[config.mk]
export PLATFORM = sky130hd
export DESIGN_NAME = hsb_to_rgb_converter
export DESIGN_NICKNAME = d
export VERILOG_FILES = /design/src/rtl/hsb_pkg.sv /design/src/rtl/hsb_chan_round.sv /design/src/rtl/hsb_to_rgb_converter.sv
export SDC_FILE = /design/constraint.sdc
export NUM_CORES = 2
export LEC_CHECK = 0
export BUFFER_PORTS_ARGS = -buffer_cell sky130_fd_sc_hd__buf_2
export CAP_MARGIN = 20
export CORE_ASPECT_RATIO = 0.75
export CORE_MARGIN = 4
export CORE_UTILIZATION = 35
export CTS_CLUSTER_SIZE = 12
export DETAILED_ROUTE_END_ITERATION = 12
export PLACE_DENSITY = 0.58
export SETUP_SLACK_MARGIN = 0.1
export SLEW_MARGIN = 30
export SYNTH_ARGS = -nofsm -noshare
export SYNTH_HDL_FRONTEND = slang
export SYNTH_SLANG_ARGS = --single-unit
[constraint.sdc]
create_clock -name i_clk -period 7.3 [get_ports i_clk]
set_clock_uncertainty 0.2 [all_clocks]
set_input_delay 0.365 -clock i_clk [delete_from_list [all_inputs] [get_ports i_clk]]
set_output_delay 0.365 -clock i_clk [all_outputs]
set_load 0.01 [all_outputs]
[src/rtl/hsb_pkg.sv]
// hsb_pkg: shared widths and sector codes for the hsb to rgb converter
// no dependencies; imported by every rtl file of the block
package hsb_pkg;

    localparam int HUE_W = 16;
    localparam int SV_W  = 17;
    localparam int CH_W  = 8;

    typedef enum logic [2:0] {
        SEC_0 = 3'd0,
        SEC_1 = 3'd1,
        SEC_2 = 3'd2,
        SEC_3 = 3'd3,
        SEC_4 = 3'd4,
        SEC_5 = 3'd5
    } t_sector;

    typedef logic [CH_W-1:0] t_chan;

endpackage

[src/rtl/hsb_chan_round.sv]
// hsb_chan_round: scales a q.2f term in [0, 1.0] by 255 with half-up rounding
// depends on hsb_pkg
module hsb_chan_round #(
    parameter int FRAC_BITS = 16
) (
    input  logic [2*FRAC_BITS:0]   i_term,
    output hsb_pkg::t_chan         o_chan
);
    import hsb_pkg::*;

    localparam int TW = 2 * FRAC_BITS + CH_W + 1;

    logic [TW-1:0] sum;

    // term * 255 = (term << 8) - term
    assign sum = (TW'(i_term) << CH_W) - TW'(i_term) + (TW'(1) << (2 * FRAC_BITS - 1));
    assign o_chan = sum[2*FRAC_BITS+CH_W-1:2*FRAC_BITS];

endmodule

[src/rtl/hsb_to_rgb_converter.sv]
// hsb_to_rgb_converter: four-stage pipelined hue, saturation, brightness to rgb
// depends on hsb_pkg and hsb_chan_round
//
// One pixel is taken in every clock cycle; busy never rises. Each result appears
// on o_red_channel, o_green_channel and o_blue_channel with o_strobe high for one
// cycle, once its start transfer has passed the four register stages: sector
// split, saturation products, brightness products, and rounding with channel
// selection. The receiver has no way to hold results off.
module hsb_to_rgb_converter #(
    parameter int FRAC_BITS = 16
) (
    input  logic                      i_clk,
    input  logic                      i_rst_n,
    input  logic                      start,
    output logic                      busy,
    input  logic [hsb_pkg::HUE_W-1:0] i_hue_fraction,
    input  logic [hsb_pkg::SV_W-1:0]  i_saturation_level,
    input  logic [hsb_pkg::SV_W-1:0]  i_brightness_level,
    output logic                      o_strobe,
    output logic [hsb_pkg::CH_W-1:0]  o_red_channel,
    output logic [hsb_pkg::CH_W-1:0]  o_green_channel,
    output logic [hsb_pkg::CH_W-1:0]  o_blue_channel
);
    import hsb_pkg::*;

    localparam int F  = FRAC_BITS;
    localparam int CW = (F + 1 > SV_W) ? F + 1 : SV_W;
    localparam logic [F:0]    UNIT   = (F+1)'(1) << F;
    localparam logic [CW-1:0] UNIT_C = CW'(1) << F;

    // valid chain
    logic [3:0] r_vld;
    logic [3:0] n_vld;

    // stage 1
    logic [F-1:0]   hue_m;
    logic [F+2:0]   h6;
    logic [CW-1:0]  sat_c;
    logic [CW-1:0]  val_c;
    t_sector        r_sec1;
    logic [F-1:0]   r_f1;
    logic [F:0]     r_omf1;
    logic [F:0]     r_sat1;
    logic [F:0]     r_val1;

    // stage 2
    logic [2*F:0]   prod_q;
    logic [2*F+1:0] prod_t;
    t_sector        r_sec2;
    logic           r_grey2;
    logic [F:0]     r_fac_p2;
    logic [F:0]     r_fac_q2;
    logic [F:0]     r_fac_t2;
    logic [F:0]     r_val2;

    // stage 3
    logic [2*F+1:0] mul_p;
    logic [2*F+1:0] mul_q;
    logic [2*F+1:0] mul_t;
    t_sector        r_sec3;
    logic           r_grey3;
    logic [2*F:0]   r_term_v3;
    logic [2*F:0]   r_term_p3;
    logic [2*F:0]   r_term_q3;
    logic [2*F:0]   r_term_t3;

    // stage 4
    t_chan          cv;
    t_chan          cp;
    t_chan          cq;
    t_chan          ct;
    t_chan          n_red;
    t_chan          n_green;
    t_chan          n_blue;
    t_chan          r_red;
    t_chan          r_green;
    t_chan          r_blue;

    assign busy  = 1'b0;
    assign n_vld = {r_vld[2:0], start & ~busy};

    always_ff @(posedge i_clk) begin
        if (!i_rst_n) begin
            r_vld <= '0;
        end else begin
            r_vld <= n_vld;
        end
    end

    // stage 1: clamp, hue times six, sector and remainder
    assign hue_m = F'(i_hue_fraction);
    assign h6    = (F+3)'(hue_m) * (F+3)'(6);
    assign sat_c = (CW'(i_saturation_level) > UNIT_C) ? UNIT_C : CW'(i_saturation_level);
    assign val_c = (CW'(i_brightness_level) > UNIT_C) ? UNIT_C : CW'(i_brightness_level);

    always_ff @(posedge i_clk) begin
        r_sec1 <= t_sector'(h6[F+2:F]);
        r_f1   <= h6[F-1:0];
        r_omf1 <= UNIT - (F+1)'(h6[F-1:0]);
        r_sat1 <= sat_c[F:0];
        r_val1 <= val_c[F:0];
    end

    // stage 2: saturation products and q.f factors
    assign prod_q = (2*F+1)'(r_sat1) * (2*F+1)'(r_f1);
    assign prod_t = (2*F+2)'(r_sat1) * (2*F+2)'(r_omf1);

    always_ff @(posedge i_clk) begin
        r_sec2   <= r_sec1;
        r_grey2  <= (r_sat1 == '0);
        r_fac_p2 <= UNIT - r_sat1;
        r_fac_q2 <= UNIT - prod_q[2*F:F];
        r_fac_t2 <= UNIT - prod_t[2*F:F];
        r_val2   <= r_val1;
    end

    // stage 3: brightness products
    assign mul_p = (2*F+2)'(r_val2) * (2*F+2)'(r_fac_p2);
    assign mul_q = (2*F+2)'(r_val2) * (2*F+2)'(r_fac_q2);
    assign mul_t = (2*F+2)'(r_val2) * (2*F+2)'(r_fac_t2);

    always_ff @(posedge i_clk) begin
        r_sec3    <= r_sec2;
        r_grey3   <= r_grey2;
        r_term_v3 <= (2*F+1)'(r_val2) << F;
        r_term_p3 <= mul_p[2*F:0];
        r_term_q3 <= mul_q[2*F:0];
        r_term_t3 <= mul_t[2*F:0];
    end

    // stage 4: rounding and channel selection
    hsb_chan_round #(.FRAC_BITS(FRAC_BITS)) u_round_v (.i_term(r_term_v3), .o_chan(cv));
    hsb_chan_round #(.FRAC_BITS(FRAC_BITS)) u_round_p (.i_term(r_term_p3), .o_chan(cp));
    hsb_chan_round #(.FRAC_BITS(FRAC_BITS)) u_round_q (.i_term(r_term_q3), .o_chan(cq));
    hsb_chan_round #(.FRAC_BITS(FRAC_BITS)) u_round_t (.i_term(r_term_t3), .o_chan(ct));

    always_comb begin
        if (r_grey3) begin
            n_red   = cv;
            n_green = cv;
            n_blue  = cv;
        end else begin
            unique case (r_sec3)
                SEC_0: begin
                    n_red = cv; n_green = ct; n_blue = cp;
                end
                SEC_1: begin
                    n_red = cq; n_green = cv; n_blue = cp;
                end
                SEC_2: begin
                    n_red = cp; n_green = cv; n_blue = ct;
                end
                SEC_3: begin
                    n_red = cp; n_green = cq; n_blue = cv;
                end
                SEC_4: begin
                    n_red = ct; n_green = cp; n_blue = cv;
                end
                default: begin
                    n_red = cv; n_green = cp; n_blue = cq;
                end
            endcase
        end
    end

    always_ff @(posedge i_clk) begin
        r_red   <= n_red;
        r_green <= n_green;
        r_blue  <= n_blue;
    end

    assign o_strobe        = r_vld[3];
    assign o_red_channel   = r_red;
    assign o_green_channel = r_green;
    assign o_blue_channel  = r_blue;

    a_latency: assert property (@(posedge i_clk) disable iff (!i_rst_n)
        start |-> ##4 o_strobe)
        else $error("transfer did not produce a result after four cycles");

    a_grey: assert property (@(posedge i_clk) disable iff (!i_rst_n)
        (r_vld[2] && r_grey3) |=>
        (o_red_channel == o_green_channel && o_green_channel == o_blue_channel))
        else $error("zero saturation did not give grey");

    a_factors: assert property (@(posedge i_clk) disable iff (!i_rst_n)
        r_vld[1] |-> (r_fac_q2 <= UNIT && r_fac_t2 <= UNIT && r_fac_p2 <= UNIT))
        else $error("factor above one");

endmodule

==> flow_metrics.py <==
metrics = {
    "placed_design": {
        "placed_cell_area_mm2": 0.0624,
        "dp.cells": 8773,
        "gp_congestion": 0.902,
        "port_buffers": 77,
        "hpwlAfterDp_mm": 134,
    },
    "sta": {
        "rsz0062_at_grt": "true",
        "period_minus_slack_ps": 7120,
        "maxSlewHeadroom_pct": 32.9,
        "drv_slew": 0,
        "timing.setup.tns_ps": 0,
        "fmax_mhz": 140,
        "final-hold-violation-count": 0,
        "fin_crit_sh_pct": 97.6,
        "setup_viol": 0,
        "tightest_slew_ps": 1010,
    },
    "synth": {
        "yosysMostFrequentCell": "inv_1",
        "synth_top_area_share_pct": 37.0,
        "ys_seq_area_share_pct": 9.95,
        "synthCells": 6518,
        "ys_warn_count": 0,
        "syn_area_mm2": 0.0577,
        "async_flop_share_pct": 0,
        "synth_area_leaders": "fa_1, ha_1, dfxtp_1",
        "ys.flop_type": "dfxtp_1",
        "syn-num-nets": 8365,
        "yosysTopAreaCell": "fa_1",
        "synth-edff-count": 0,
        "syn_avg_cell_area_um2": 8.86,
        "synth_cell_types": 86,
        "ys_ff_latch": 287,
        "synthTopCellsByCount": "inv_1, fa_1, nand2_1",
    },
    "critical_path": {
        "cpLargestDelayFamily": "adder cells",
        "r2r-start": "r_omf1[5]",
        "worstSetupEndpointType": "register",
        "startpoint": "r_omf1[5]",
        "r2r_slack_ps": 180,
        "crit_top_cell": "fa_1",
        "endpoint": "r_fac_t2[16]",
        "arrival_ps": 7410,
        "cpPeakStageDelay_ps": 610,
        "crit_type": "reg2reg",
        "cp_max_fo": 6,
        "start_kind": "register",
        "rr_worst_depth": 24,
        "worstPathCellList": "buf_6 > and2_4 > fa_1 > inv_1 > fa_1 > fa_1 > inv_1 > fa_1 > fa_1 > fa_1 > ha_4 > a211oi_2 > a22oi_1 > and3_1 > o22a_4 > buf_4 > a211oi_1 > a211oi_2 > buf_4 > or3_4 > nor4b_4 > or4b_4 > nand4b_1 > xnor2_1",
        "crit_slowest_cell": "fa_1",
        "path_depth": 24,
        "r2r-end": "r_fac_t2[16]",
        "required_ps": 7590,
        "path_buf_inv": 5,
    },
    "die": {
        "start_util_pct": 35.4,
        "die_h_um": 360,
        "pin_count": 79,
        "core-area_mm2": 0.163,
        "row_count": 128,
        "die_w_um": 477,
        "die_area_mm2": 0.172,
    },
    "route": {
        "wl_per_cell_um": 17.9,
        "drc": 0,
        "postRouteAntennaNets": 0,
        "drt_pass1_iterations": 5,
        "drtIter0Drc": 2931,
        "wirelength_mm": 160,
        "num_vias": 43400,
        "drt-vias-per-instance": 4.87,
    },
    "clocking": {
        "clk_latency_ps": 610,
        "clock-sinks": 287,
        "numCtsBuffers": 38,
        "clockBufferDepth": 3,
        "cts_root_buf": "clkbuf_16",
        "cts_tree": "yes",
        "h-tree-depth": 2,
        "path_clk_slew_ps": 60,
    },
    "job": {
        "drv_cap": 0,
    },
    "final_layout": {
        "syn_to_final_growth_pct": 13.0,
        "fin_cells": 8915,
        "fin_util_pct": 40.0,
        "final_layout_size_suffix_gt1_share_pct": 9.90,
        "nets": 8589,
        "design_area_mm2": 0.0652,
    },
    "worst_hold_path": {
        "min_path_type": "in2reg",
        "hold_depth": 3,
    },
    "global_routing": {
        "met1_usage_pct": 27.6,
        "antenna_found_initial": 2,
        "track_usage_pct": 18.9,
        "gr-max-usage-layer": "met2",
        "use_met3_pct": 4.15,
        "grt_overflow_total": 0,
        "grt_pass1_vias": 46200,
        "grt_pass1_wl_mm": 260,
        "grt_max_degree": 34,
        "use_met2_pct": 28.3,
    },
    "outcome": {
        "status": "finished clean",
    },
}
==> kinds of logic after synthesis <==
family	share of synthesized area, %
compound gates	6.73
xor+xnor	3.23
fa+ha+maj	52.8
buf+inv	10.8
flops	9.95
mux	0.202
other cells	0.00650
simple gates	16.3
==> cells in the final DEF (no fill, tap or decap), types with 23 or more instances in the layout <==
| cell type | synthesis | final |
|---|---|---|
| dfxtp_4 | 0 | 26 |
| fa_1 | 1068 | 1059 |
| buf_2 | 1 | 77 |
| a21o_1 | 88 | 88 |
| a211oi_1 | 28 | 23 |
| nand2_1 | 1006 | 1000 |
| and2_1 | 504 | 496 |
| nand4_1 | 23 | 23 |
| nor3_1 | 63 | 58 |
| nand3_1 | 40 | 40 |
| o21bai_1 | 25 | 25 |
| dfxtp_2 | 0 | 23 |
| xnor2_1 | 155 | 154 |
| inv_1 | 1364 | 1358 |
| o21ai_0 | 94 | 88 |
| a21oi_1 | 148 | 137 |
| dfxtp_1 | 287 | 238 |
| clkbuf_16 | 0 | 38 |
| xor2_1 | 58 | 58 |
| buf_12 | 0 | 25 |
| buf_4 | 1 | 307 |
| dlygate4sd3_1 | 0 | 43 |
| nor2_1 | 156 | 155 |
| ha_1 | 726 | 714 |
| nor2b_1 | 48 | 48 |
| o21a_1 | 25 | 25 |
==> metrics by stage <==
step	worst slack (ps)	hold WS [ps]
2_1_floorplan	104	110
3_3_place_gp	-124	114
3_5_place_dp	-117	114
4_1_cts	81.6	14.1
5_1_grt	-59.0	63.8
6_report	178	34.5
==> what timing repair did <==
item | 4_1_cts | 5_1_grt
endpoints found under the hold margin | 41 | 0
hold buffers | 43 | 0
gates resized for setup | 24 | 173
setup endpoints to repair | 10 | 33
pin swaps | 3 | 69
buffers inserted | 2 | 29
cloned | 0 | 0
==> sequential cells by signal, indices dropped and copies added, names as in the netlist, 3 cells and up <==
signal           cells
r_omf1              15
r_fac_t2            17
r_fac_p2            17
r_term_v3           17
o_red_channel        8
r_vld                4
r_term_p3           33
r_val2              17
r_term_t3           33
o_green_channel      8
r_sat1              17
r_f1                15
o_blue_channel       8
r_val1              17
r_term_q3           33
r_fac_q2            17
r_sec2               3
r_sec3               3
r_sec1               3
==> how the worst min path moves through the flow <==
stage	end	startpoint	slack (ps)
detailed placement	r_sec3[1]	r_sec2[1]	110
global placement	r_val2[9]	r_val1[9]	110
global route	r_f1[2]	i_hue_fraction[1]	60
floorplan	r_grey3	r_grey2	110
finish	r_f1[2]	i_hue_fraction[1]	30
CTS	r_f1[2]	i_hue_fraction[1]	10
==> per-layer routing <==
| metal | routed length, um | vias up |
|---|---|---|
| li1 | - | 20400 |
| met1 | 76500 | 21600 |
| met2 | 66800 | 1259 |
| met3 | 12300 | 176 |
| met4 | 4100 | 0 |
| met5 | 0 | - |
==> tightest hold or removal path, delay by kind of cell <==
family	cells	cell delay, ps
fa+ha+maj	1	190
buf+inv	2	210
==> cell type report <==
class / count / area (um^2)
Fill cell: 16100 / 98000
Clock buffer: 45 / 1020
Multi-Input combinational cell: 4576 / 46200
Timing Repair Buffer: 475 / 3890
Antenna cell: 1 / 2.50
Tap cell: 2145 / 2680
Clock inverter: 22 / 388
Inverter: 1364 / 5120
Sequential cell: 287 / 5870
Power is left out: the tool's default activity adds up to more than one toggle a clock period on the data nets, which glitch-free logic cannot reach.
